**src/hdl/assert_macros.svh**
```systemverilog
// Assertion macros shared by the statistics unit.
`ifndef ASSERT_MACROS_SVH
`define ASSERT_MACROS_SVH

// Overlapping implication, checked at every rising clock edge outside reset.
`define RLS_ASSERT_SAME(label, clk, rst, ante, cons) \
   label: assert property (@(posedge clk) disable iff (rst) (ante) |-> (cons)) \
      else $error("assertion failed");

// Implication whose consequent is checked in the cycle after the antecedent.
`define RLS_ASSERT_NEXT(label, clk, rst, ante, cons) \
   label: assert property (@(posedge clk) disable iff (rst) (ante) |=> (cons)) \
      else $error("assertion failed");

`endif

```
**src/hdl/rls_pkg.sv**
```systemverilog
// Package: constants and controller/datapath interface types of the statistics unit.
package rls_pkg;

   localparam int RLS_TIME_BITS  = 32;
   localparam int RLS_FIELD_BITS = 32;
   localparam int RLS_COUNT_BITS = 32;
   localparam logic [RLS_COUNT_BITS-1:0] RLS_COUNT_MAX = 32'hFFFF_FFFF;

   // Operation codes of the input item.
   localparam logic RLS_OP_ADD   = 1'b0;
   localparam logic RLS_OP_CLEAR = 1'b1;

   typedef struct packed {
      logic load_inputs;
      logic update;
      logic div_step;
      logic load_out;
   } rls_cmd_type;

   typedef struct packed {
      logic is_clear;
      logic div_last;
   } rls_status_type;

endpackage

```
**src/hdl/runtime_latency_statistics_unit.sv**
```systemverilog
// Top level of the runtime latency statistics unit: controller, datapath and checks.
// Each item either adds one sample, whose duration is the end stamp minus the begin stamp
// modulo 2^TIME_BITS, or clears the statistics (operation 1). For every item one result
// comes back carrying the statistics after that item: saturating sample count, wrapping total
// with a sticky overflow flag, best, worst and last durations and the truncated average
// total / count. An add item goes through these steps from acceptance until the next
// item can be accepted: capture the duration, update the statistics, run the
// one-bit-per-cycle restoring divider that forms the average, and load the result
// register once it is free. A clear item skips the divider. One item is in work at a
// time; the result register lets a new item be accepted while the previous result
// still waits to be taken. With TIME_BITS above 32 the statistics are kept at full
// width and the result fields carry their low 32 bits.
`include "assert_macros.svh"

module runtime_latency_statistics_unit
   import rls_pkg::*;
#(
   parameter int TIME_BITS = RLS_TIME_BITS
)(
   input  logic                      clock,
   input  logic                      reset,
   input  logic                      req_valid,
   output logic                      req_stall,
   input  logic                      req_operation,
   input  logic [RLS_FIELD_BITS-1:0] req_begin_stamp,
   input  logic [RLS_FIELD_BITS-1:0] req_end_stamp,
   output logic                      rsp_valid,
   input  logic                      rsp_stall,
   output logic [RLS_FIELD_BITS-1:0] rsp_sample_count,
   output logic [RLS_FIELD_BITS-1:0] rsp_total_time,
   output logic [RLS_FIELD_BITS-1:0] rsp_average_time,
   output logic [RLS_FIELD_BITS-1:0] rsp_worst_time,
   output logic [RLS_FIELD_BITS-1:0] rsp_best_time,
   output logic [RLS_FIELD_BITS-1:0] rsp_last_time,
   output logic                      rsp_total_overflow
);

   rls_cmd_type    cmd;
   rls_status_type status;

   // The controller owns the handshakes and steps the datapath through its phases.
   rls_ctrl u_ctrl (
      .clock     (clock),
      .reset     (reset),
      .req_valid (req_valid),
      .req_stall (req_stall),
      .rsp_valid (rsp_valid),
      .rsp_stall (rsp_stall),
      .cmd       (cmd),
      .status    (status)
   );

   // The datapath holds the statistics, the divider and the result register.
   rls_dp #(
      .TIME_BITS (TIME_BITS)
   ) u_dp (
      .clock              (clock),
      .reset              (reset),
      .cmd                (cmd),
      .status             (status),
      .req_operation      (req_operation),
      .req_begin_stamp    (req_begin_stamp),
      .req_end_stamp      (req_end_stamp),
      .rsp_sample_count   (rsp_sample_count),
      .rsp_total_time     (rsp_total_time),
      .rsp_average_time   (rsp_average_time),
      .rsp_worst_time     (rsp_worst_time),
      .rsp_best_time      (rsp_best_time),
      .rsp_last_time      (rsp_last_time),
      .rsp_total_overflow (rsp_total_overflow)
   );

   // Once an item is taken the block is busy in the following cycle.
   `RLS_ASSERT_NEXT(a_busy_after_accept, clock, reset, req_valid && !req_stall, req_stall)
   // A new result appears only as the block returns to accepting items.
   `RLS_ASSERT_SAME(a_result_when_idle, clock, reset, $rose(rsp_valid), !req_stall)
   // With no samples since a clear, total and average are both zero.
   `RLS_ASSERT_SAME(a_empty_stats, clock, reset, rsp_valid && (rsp_sample_count == '0),
      (rsp_total_time == '0) && (rsp_average_time == '0))

endmodule

```
**src/hdl/rls_ctrl.sv**
```systemverilog
// Controller state machine that sequences update, division and result delivery.
module rls_ctrl
   import rls_pkg::*;
(
   input  logic           clock,
   input  logic           reset,
   input  logic           req_valid,
   output logic           req_stall,
   output logic           rsp_valid,
   input  logic           rsp_stall,
   output rls_cmd_type    cmd,
   input  rls_status_type status
);

   typedef enum logic [1:0] {
      ST_IDLE,
      ST_UPDATE,
      ST_DIVIDE,
      ST_FINISH
   } state_type;

   state_type state_ff, state_in;
   logic      rsp_valid_ff, rsp_valid_in;
   logic      out_free;

   // The result register can take a new item when empty or being drained.
   assign out_free = !rsp_valid_ff || !rsp_stall;

   always_comb begin
      state_in     = state_ff;
      cmd          = '0;
      rsp_valid_in = rsp_valid_ff && rsp_stall;
      case (state_ff)
         ST_IDLE: begin
            if (req_valid) begin
               cmd.load_inputs = 1'b1;
               state_in        = ST_UPDATE;
            end
         end
         ST_UPDATE: begin
            cmd.update = 1'b1;
            state_in   = status.is_clear ? ST_FINISH : ST_DIVIDE;
         end
         ST_DIVIDE: begin
            cmd.div_step = 1'b1;
            if (status.div_last) begin
               state_in = ST_FINISH;
            end
         end
         ST_FINISH: begin
            if (out_free) begin
               cmd.load_out = 1'b1;
               rsp_valid_in = 1'b1;
               state_in     = ST_IDLE;
            end
         end
         default: begin
            state_in = ST_IDLE;
         end
      endcase
   end

   always_ff @(posedge clock) begin
      if (reset) begin
         state_ff     <= ST_IDLE;
         rsp_valid_ff <= 1'b0;
      end else begin
         state_ff     <= state_in;
         rsp_valid_ff <= rsp_valid_in;
      end
   end

   assign req_stall = (state_ff != ST_IDLE);
   assign rsp_valid = rsp_valid_ff;

endmodule

```
**src/hdl/rls_dp.sv**
```systemverilog
// Datapath: statistics registers, restoring divider and result register.
module rls_dp
   import rls_pkg::*;
#(
   parameter int TIME_BITS = RLS_TIME_BITS
)(
   input  logic                      clock,
   input  logic                      reset,
   input  rls_cmd_type               cmd,
   output rls_status_type            status,
   input  logic                      req_operation,
   input  logic [RLS_FIELD_BITS-1:0] req_begin_stamp,
   input  logic [RLS_FIELD_BITS-1:0] req_end_stamp,
   output logic [RLS_FIELD_BITS-1:0] rsp_sample_count,
   output logic [RLS_FIELD_BITS-1:0] rsp_total_time,
   output logic [RLS_FIELD_BITS-1:0] rsp_average_time,
   output logic [RLS_FIELD_BITS-1:0] rsp_worst_time,
   output logic [RLS_FIELD_BITS-1:0] rsp_best_time,
   output logic [RLS_FIELD_BITS-1:0] rsp_last_time,
   output logic                      rsp_total_overflow
);

   localparam int StepBits = $clog2(TIME_BITS);

   logic                      op_ff;
   logic [TIME_BITS-1:0]      dur_ff;
   logic [RLS_COUNT_BITS-1:0] count_ff;
   logic [TIME_BITS-1:0]      total_ff, worst_ff, best_ff, last_ff;
   logic                      ovf_ff;
   logic [TIME_BITS-1:0]      quo_ff, quo_in;
   logic [RLS_COUNT_BITS-1:0] rem_ff, rem_in;
   logic [StepBits-1:0]       step_ff;

   logic [TIME_BITS:0]        sum;
   logic [RLS_COUNT_BITS:0]   rem_shift, diff;

   assign sum = {1'b0, total_ff} + {1'b0, dur_ff};

   // One restoring division step: shift in the next dividend bit, try to subtract.
   assign rem_shift = {rem_ff, quo_ff[TIME_BITS-1]};
   assign diff      = rem_shift - {1'b0, count_ff};

   always_comb begin
      if (!diff[RLS_COUNT_BITS]) begin
         rem_in = diff[RLS_COUNT_BITS-1:0];
         quo_in = {quo_ff[TIME_BITS-2:0], 1'b1};
      end else begin
         rem_in = rem_shift[RLS_COUNT_BITS-1:0];
         quo_in = {quo_ff[TIME_BITS-2:0], 1'b0};
      end
   end

   // Statistics state; the quotient register doubles as the average.
   always_ff @(posedge clock) begin
      if (reset) begin
         count_ff <= '0;
         total_ff <= '0;
         worst_ff <= '0;
         best_ff  <= '1;
         last_ff  <= '0;
         ovf_ff   <= 1'b0;
         quo_ff   <= '0;
      end else if (cmd.update) begin
         if (op_ff == RLS_OP_CLEAR) begin
            count_ff <= '0;
            total_ff <= '0;
            worst_ff <= '0;
            best_ff  <= '1;
            last_ff  <= '0;
            ovf_ff   <= 1'b0;
            quo_ff   <= '0;
         end else begin
            if (count_ff != RLS_COUNT_MAX) begin
               count_ff <= count_ff + 1'b1;
            end
            last_ff <= dur_ff;
            if (dur_ff < best_ff) begin
               best_ff <= dur_ff;
            end
            if (dur_ff > worst_ff) begin
               worst_ff <= dur_ff;
            end
            total_ff <= sum[TIME_BITS-1:0];
            if (sum[TIME_BITS]) begin
               ovf_ff <= 1'b1;
            end
            quo_ff <= sum[TIME_BITS-1:0];
         end
      end else if (cmd.div_step) begin
         quo_ff <= quo_in;
      end
   end

   always_ff @(posedge clock) begin
      if (cmd.load_inputs) begin
         op_ff  <= req_operation;
         dur_ff <= TIME_BITS'(req_end_stamp) - TIME_BITS'(req_begin_stamp);
      end
      if (cmd.update) begin
         rem_ff  <= '0;
         step_ff <= StepBits'(TIME_BITS - 1);
      end else if (cmd.div_step) begin
         rem_ff  <= rem_in;
         step_ff <= step_ff - 1'b1;
      end
      if (cmd.load_out) begin
         rsp_sample_count   <= count_ff;
         rsp_total_time     <= RLS_FIELD_BITS'(total_ff);
         rsp_average_time   <= RLS_FIELD_BITS'(quo_ff);
         rsp_worst_time     <= RLS_FIELD_BITS'(worst_ff);
         rsp_best_time      <= RLS_FIELD_BITS'(best_ff);
         rsp_last_time      <= RLS_FIELD_BITS'(last_ff);
         rsp_total_overflow <= ovf_ff;
      end
   end

   assign status.is_clear = (op_ff == RLS_OP_CLEAR);
   assign status.div_last = (step_ff == '0);

endmodule

```
**config.mk**
```make
export PLATFORM = sky130hd
export DESIGN_NAME = runtime_latency_statistics_unit
export DESIGN_NICKNAME = d
export VERILOG_FILES = /design/src/hdl/rls_pkg.sv /design/src/hdl/runtime_latency_statistics_unit.sv /design/src/hdl/rls_ctrl.sv /design/src/hdl/rls_dp.sv
export VERILOG_INCLUDE_DIRS = /design/src /design/src/hdl
export SDC_FILE = /design/constraint.sdc
export NUM_CORES = 1
export LEC_CHECK = 0
export BUFFER_PORTS_ARGS = -buffer_cell sky130_fd_sc_hd__buf_2
export CELL_PAD_IN_SITES_DETAIL_PLACEMENT = 1
export CELL_PAD_IN_SITES_GLOBAL_PLACEMENT = 1
export CORE_ASPECT_RATIO = 1.2
export CORE_MARGIN = 2
export CORE_UTILIZATION = 50
export CTS_BUF_LIST = sky130_fd_sc_hd__clkbuf_16
export DETAILED_ROUTE_END_ITERATION = 16
export MAX_ROUTING_LAYER = met4
export PLACE_DENSITY = 0.95
export SYNTH_ARGS = -nofsm -noshare
export SYNTH_HDL_FRONTEND = slang
export SYNTH_HIERARCHICAL = 1
export SYNTH_SLANG_ARGS = --single-unit
```
**constraint.sdc**
```tcl
create_clock -name clock -period 30.9 [get_ports clock]
set_input_delay 7.725 -clock clock [delete_from_list [all_inputs] [get_ports clock]]
set_output_delay 7.725 -clock clock [all_outputs]
set_load 0.02 [all_outputs]
```
---- Word level (Yosys, flattened, before mapping) ----
Cells that the tools add are included.
Widths: inputs -> output; s select.
cells by class
  $add $sub $neg .......................... 5
  $mul .................................... 0
  divide/modulo/power cells ............... 0
  order comparisons ....................... 2
  equal/unequal tests ..................... 7
  shift-type cells ........................ 0
  multiplexer cells ....................... 27
  bitwise logic cells ..................... 0
  reduce and logical (&&, ||, !) cells .... 17
operators with widths
  cell                   count
  $mux 32                11
  $add 32x32->33         1
  $sub 33x32->33         1
  $add 32x1->32 const B  1
  $gt 32x32->1           1
  $lt 32x32->1           1
  $ne 32x32->1 const B   1
  $sub 32x32->32         1
  $mux 1                 12
  $reduce_bool 2->1      6
  $pmux 2 s4             1
  $reduce_and 2->1       4
  $mux 2                 3
  $logic_not 5->1        1
  $sub 5x1->5 const B    1
  $eq 2x2->1 const B     2
  $ne 2x2->1 const B     2
  $reduce_and 3->1       1
  $eq 2x1->1 const B     1
  $logic_not 1->1        2
  $logic_not 2->1        1
  $ne 2x1->1 const B     1
  $logic_and 1x1->1      1
  $logic_or 1x1->1       1
storage, ports and cells
  register bits ........................... 459
  bits in latches ......................... 0
  RAM bits ................................ 0
  memory bits (read-only) ................. 0
  word-level logic and storage cells ...... 78
  memories kept ........................... 0

---- Depth between registers and ports, before layout ----
  word-level depth ........................ 4
  depth in mapped cells ................... 13

---- By module ----
The synthesis kept the hierarchy.
by module, submodules not included
  module    instances  cells an instance  area an instance (um2)  sequential area each (um2)
  rls_dp    1          2076               22033.6                 11390.9
  rls_ctrl  1          26                 245.2                   60.1

---- Worst setup path after synthesis ----
No wires, ideal clock.
  path type ............................... input -> register
  from .................................... in rsp_stall
  to ...................................... reg u_dp.rsp_average_time[0] (enable)
  library setup time ...................... 1039 ps
  arrival time ............................ 21633 ps
  required time ........................... 29861 ps
  path slack .............................. 8228 ps
  stages on the path ...................... 1
  path buffers ............................ 0
  cells stage by stage .................... a21boi_0
between the ends
  longest elaborated chain between the ends .. 4
RTL lines
  item                    RTL line                               text
  start: declaration      runtime_latency_statistics_unit.sv:28  input logic rsp_stall,
  $logic_not 1->1         rls_ctrl.sv:27                         assign out_free = !rsp_valid_ff || !rsp_stall;
  $logic_or 1x1->1        rls_ctrl.sv:27
  $mux 1                  rls_ctrl.sv:51                         if (out_free) begin
  $mux 1                  rls_ctrl.sv:33                         case (state_ff)
  end signal: assignment  rls_dp.sv:109                          rsp_average_time <= RLS_FIELD_BITS'(quo_ff);
  end: declaration        rls_dp.sv:16                           output logic [RLS_FIELD_BITS-1:0] rsp_average_time,
No other way between the ends.
A chain may end at the register's enable or synchronous reset.

---- Final worst setup path ----
  from .................................... in req_begin_stamp[0]
  to ...................................... reg u_dp.dur_ff[30] (data pin)
between the ends
  longest elaborated chain between the ends .. 1
RTL lines
  item                    RTL line                               text
  start: declaration      runtime_latency_statistics_unit.sv:25  input logic [RLS_FIELD_BITS-1:0] req_begin_stamp,
  $sub 32x32->32          rls_dp.sv:97                           dur_ff <= TIME_BITS'(req_end_stamp) - TIME_BITS'(req_begin_stamp);
  end signal: assignment  rls_dp.sv:97
  end: declaration        rls_dp.sv:26                           logic [TIME_BITS-1:0] dur_ff;
No other way between the ends.

==> flow_metrics.py <==
metrics = {
    "grt": {
        "grt.total_usage": 0.3104,
        "grt_start_max_net_pins": 169,
        "antenna_found_initial": 0,
        "grt_overflow": 0,
        "grt_pass1_vias": 19200,
        "grt_pass1_wl_um": 109000,
    },
    "clocking": {
        "clockRootBuffer": "clkbuf_16",
        "clockBufferDepth": 3,
        "cts_setup_buffers": 0,
        "hold_buffers": 0,
        "htree_levels": 2,
        "cts.clk_slew.worst_paths_ps": 60,
        "cts_resized": 0,
        "cts.sinks": 459,
        "numCtsBuffers": 46,
        "clock_latency_ps": 570,
        "cts_tree": "yes",
    },
    "setup_path": {
        "slowest_stage": "a31oi_1",
        "slowest_delay_ps": 460,
        "path_class": "in -> reg",
        "crit_chain": "buf_2 > ha_1 > fa_1 > nor2b_1 > o2111ai_1 > a31oi_1 > a21oi_1 > o22ai_1 > o21ai_0 > o2111ai_1 > a21oi_1 > xnor2_1",
        "path_max_fanout": 3,
        "critPathBufInv": 1,
        "endpoint_kind": "register",
        "critPathLaunchType": "primary input",
        "cp.arrival_ps": 10890,
        "critPathTopFamily": "compound AO/OA/AOI/OAI gates",
        "cp.required_ps": 31200,
        "r2r_slack_ps": 26480,
    },
    "synthesis": {
        "yosys.area.top_type": "edfxtp_1",
        "yosys_most_used_dff": "dfxtp_1",
        "ys_seq_elements": 459,
        "netlist_area_um2": 22280,
        "synthTopCellsByArea": "edfxtp_1 (30%), dfxtp_1 (21%), ha_1 (9.3%), xnor2_1 (3.3%), a21oi_1 (3.1%)",
        "async_flop_share": 0,
        "synth_nets": 2339,
        "ys_top_cells_by_count": "dfxtp_1 (233), edfxtp_1 (226), nor2_1 (171)",
        "yosysMostFrequentCell": "dfxtp_1",
        "postSynthCellCount": 2102,
        "synth_top_area_share": 0.3046,
        "synth_area_per_cell_um2": 10.60,
        "synth_cell_types": 80,
        "yosysSeqAreaShare": 0.5140,
        "synth_edf_count": 226,
        "ys.warnings.count": 6,
    },
    "route": {
        "wl_um": 70860,
        "vias_per_cell": 6.099,
        "post_drt_wl_per_cell_um": 24.12,
        "dr_wl_met3_um": 3945,
        "drt-met1-wl_um": 26780,
        "wl_met2_um": 36640,
        "ant_nets": 0,
        "first_pass_iters": 5,
        "drcViolationCount": 0,
        "top_layer": "met4",
        "drt_iter0_drc": 1386,
        "vias": 17920,
    },
    "worst_hold_path": {
        "min_path_type": "reg -> reg",
    },
    "power": {
        "p_per_area_nw_per_um2": 96.34,
        "leakagePower_uw": 0.01062,
        "ir_drop_uv": 65.13,
    },
    "finish": {
        "fin_area_um2": 25500,
        "antenna_cells": 0,
        "syn_to_final_growth_pct": 14.44,
        "num-fill-cells": 4783,
        "final_nets": 2579,
        "drive_gt1_frac": 0.1543,
    },
    "sta": {
        "rsz0062_at_grt": "false",
        "setup_tns_ps": 0,
        "fin_crit_sh": 0.3428,
        "fmax_mhz": 94.40,
        "hold_viol": 0,
        "slew_headroom": 0.1789,
        "slew_viol_final": 0,
        "finalSetupViolations": 0,
        "period_needed_ps": 10590,
        "tightestPinTransition_ps": 1229,
        "fin_skew_ps": 19.97,
    },
    "floorplan": {
        "dieArea_um2": 46270,
        "die_h_um": 235.2,
        "die_x_um": 196.7,
        "initial_core_util": 0.5071,
        "core_area_um2": 43930,
        "fp-row-count": 84,
        "pin_count": 264,
    },
    "place": {
        "placed_area_um2": 24030,
        "hpwl_um": 48140,
        "io_buffers": 263,
        "gp_congestion": 0.9000,
    },
    "job": {
        "drv_cap": 0,
    },
    "outcome": {
        "status": "finished, final reports clean",
    },
}
==> layer usage <==
layer,track usage,vias up
met5,-,-
met4,0.1397,0
met3,0.04656,222
met2,0.5563,693
met1,0.3386,8871
li1,-,8134
==> placed cells by master, fill, tap and decap left out, types with 69 or more instances in the layout <==
master,instances
nor2_1,169
a21o_1,69
dfxtp_1,233
nand2_1,114
o21ai_0,84
inv_1,179
buf_2,263
edfxtp_1,226
ha_1,164
a21oi_1,137
xnor2_1,83
==> layout make-up <==
type,instances,area (µm²),area share
Clock inverter,38,285.3,0.01119
Tap cell,559,699.4,0.02743
Timing Repair Buffer,274,1411,0.05536
Clock buffer,47,1176,0.04613
Sequential cell,459,11450,0.4491
Multi-Input combinational cell,1393,9842,0.3860
Inverter,168,630.6,0.02473
==> power by group <==
part | total, µW | switching (µW) | internal (µW)
clock network | 554 | 244 | 310
logic | 1000 | 628 | 375
registers | 900 | 116 | 784
total | 2460 | 988 | 1470
==> cell families after synthesis <==
kind of cell / after synthesis / synth area share
flops: 459 / 0.5140
mux: 48 / 0.02173
compound gates: 570 / 0.1728
buf+inv: 250 / 0.04616
xor+xnor: 109 / 0.04285
fa+ha+maj: 168 / 0.09536
simple gates: 498 / 0.1071
==> final timing paths <==
kind                                    startpoint                      to  depth (start not counted)
worst max register to register      u_dp/dur_ff[1]         u_dp/best_ff[5]                          9
worst max-delay path            req_begin_stamp[0]         u_dp/dur_ff[30]                         12
worst min-delay path              u_dp/last_ff[31]  u_dp/rsp_last_time[31]                          0
worst min register to register    u_dp/last_ff[31]  u_dp/rsp_last_time[31]                          0
==> per-stage QoR <==
stage | hold WS, ps | setup WS [ps] | std cells | power, µW | utilization
2_1_floorplan | 403.0 | 8228 | 2102 | 1629 | -
3_3_place_gp | 413.3 | 20260 | 2853 | 1807 | 0.5471
3_5_place_dp | 416.7 | 20050 | 2853 | 1874 | 0.5471
4_1_cts | 425.4 | 20400 | 2938 | 2454 | 0.5803
5_1_grt | 422.6 | 20320 | 2938 | 2582 | 0.5803
6_report | 422.6 | 20310 | 2938 | 2456 | 0.5803
Note: power is estimated with default switching activity, not from simulation.
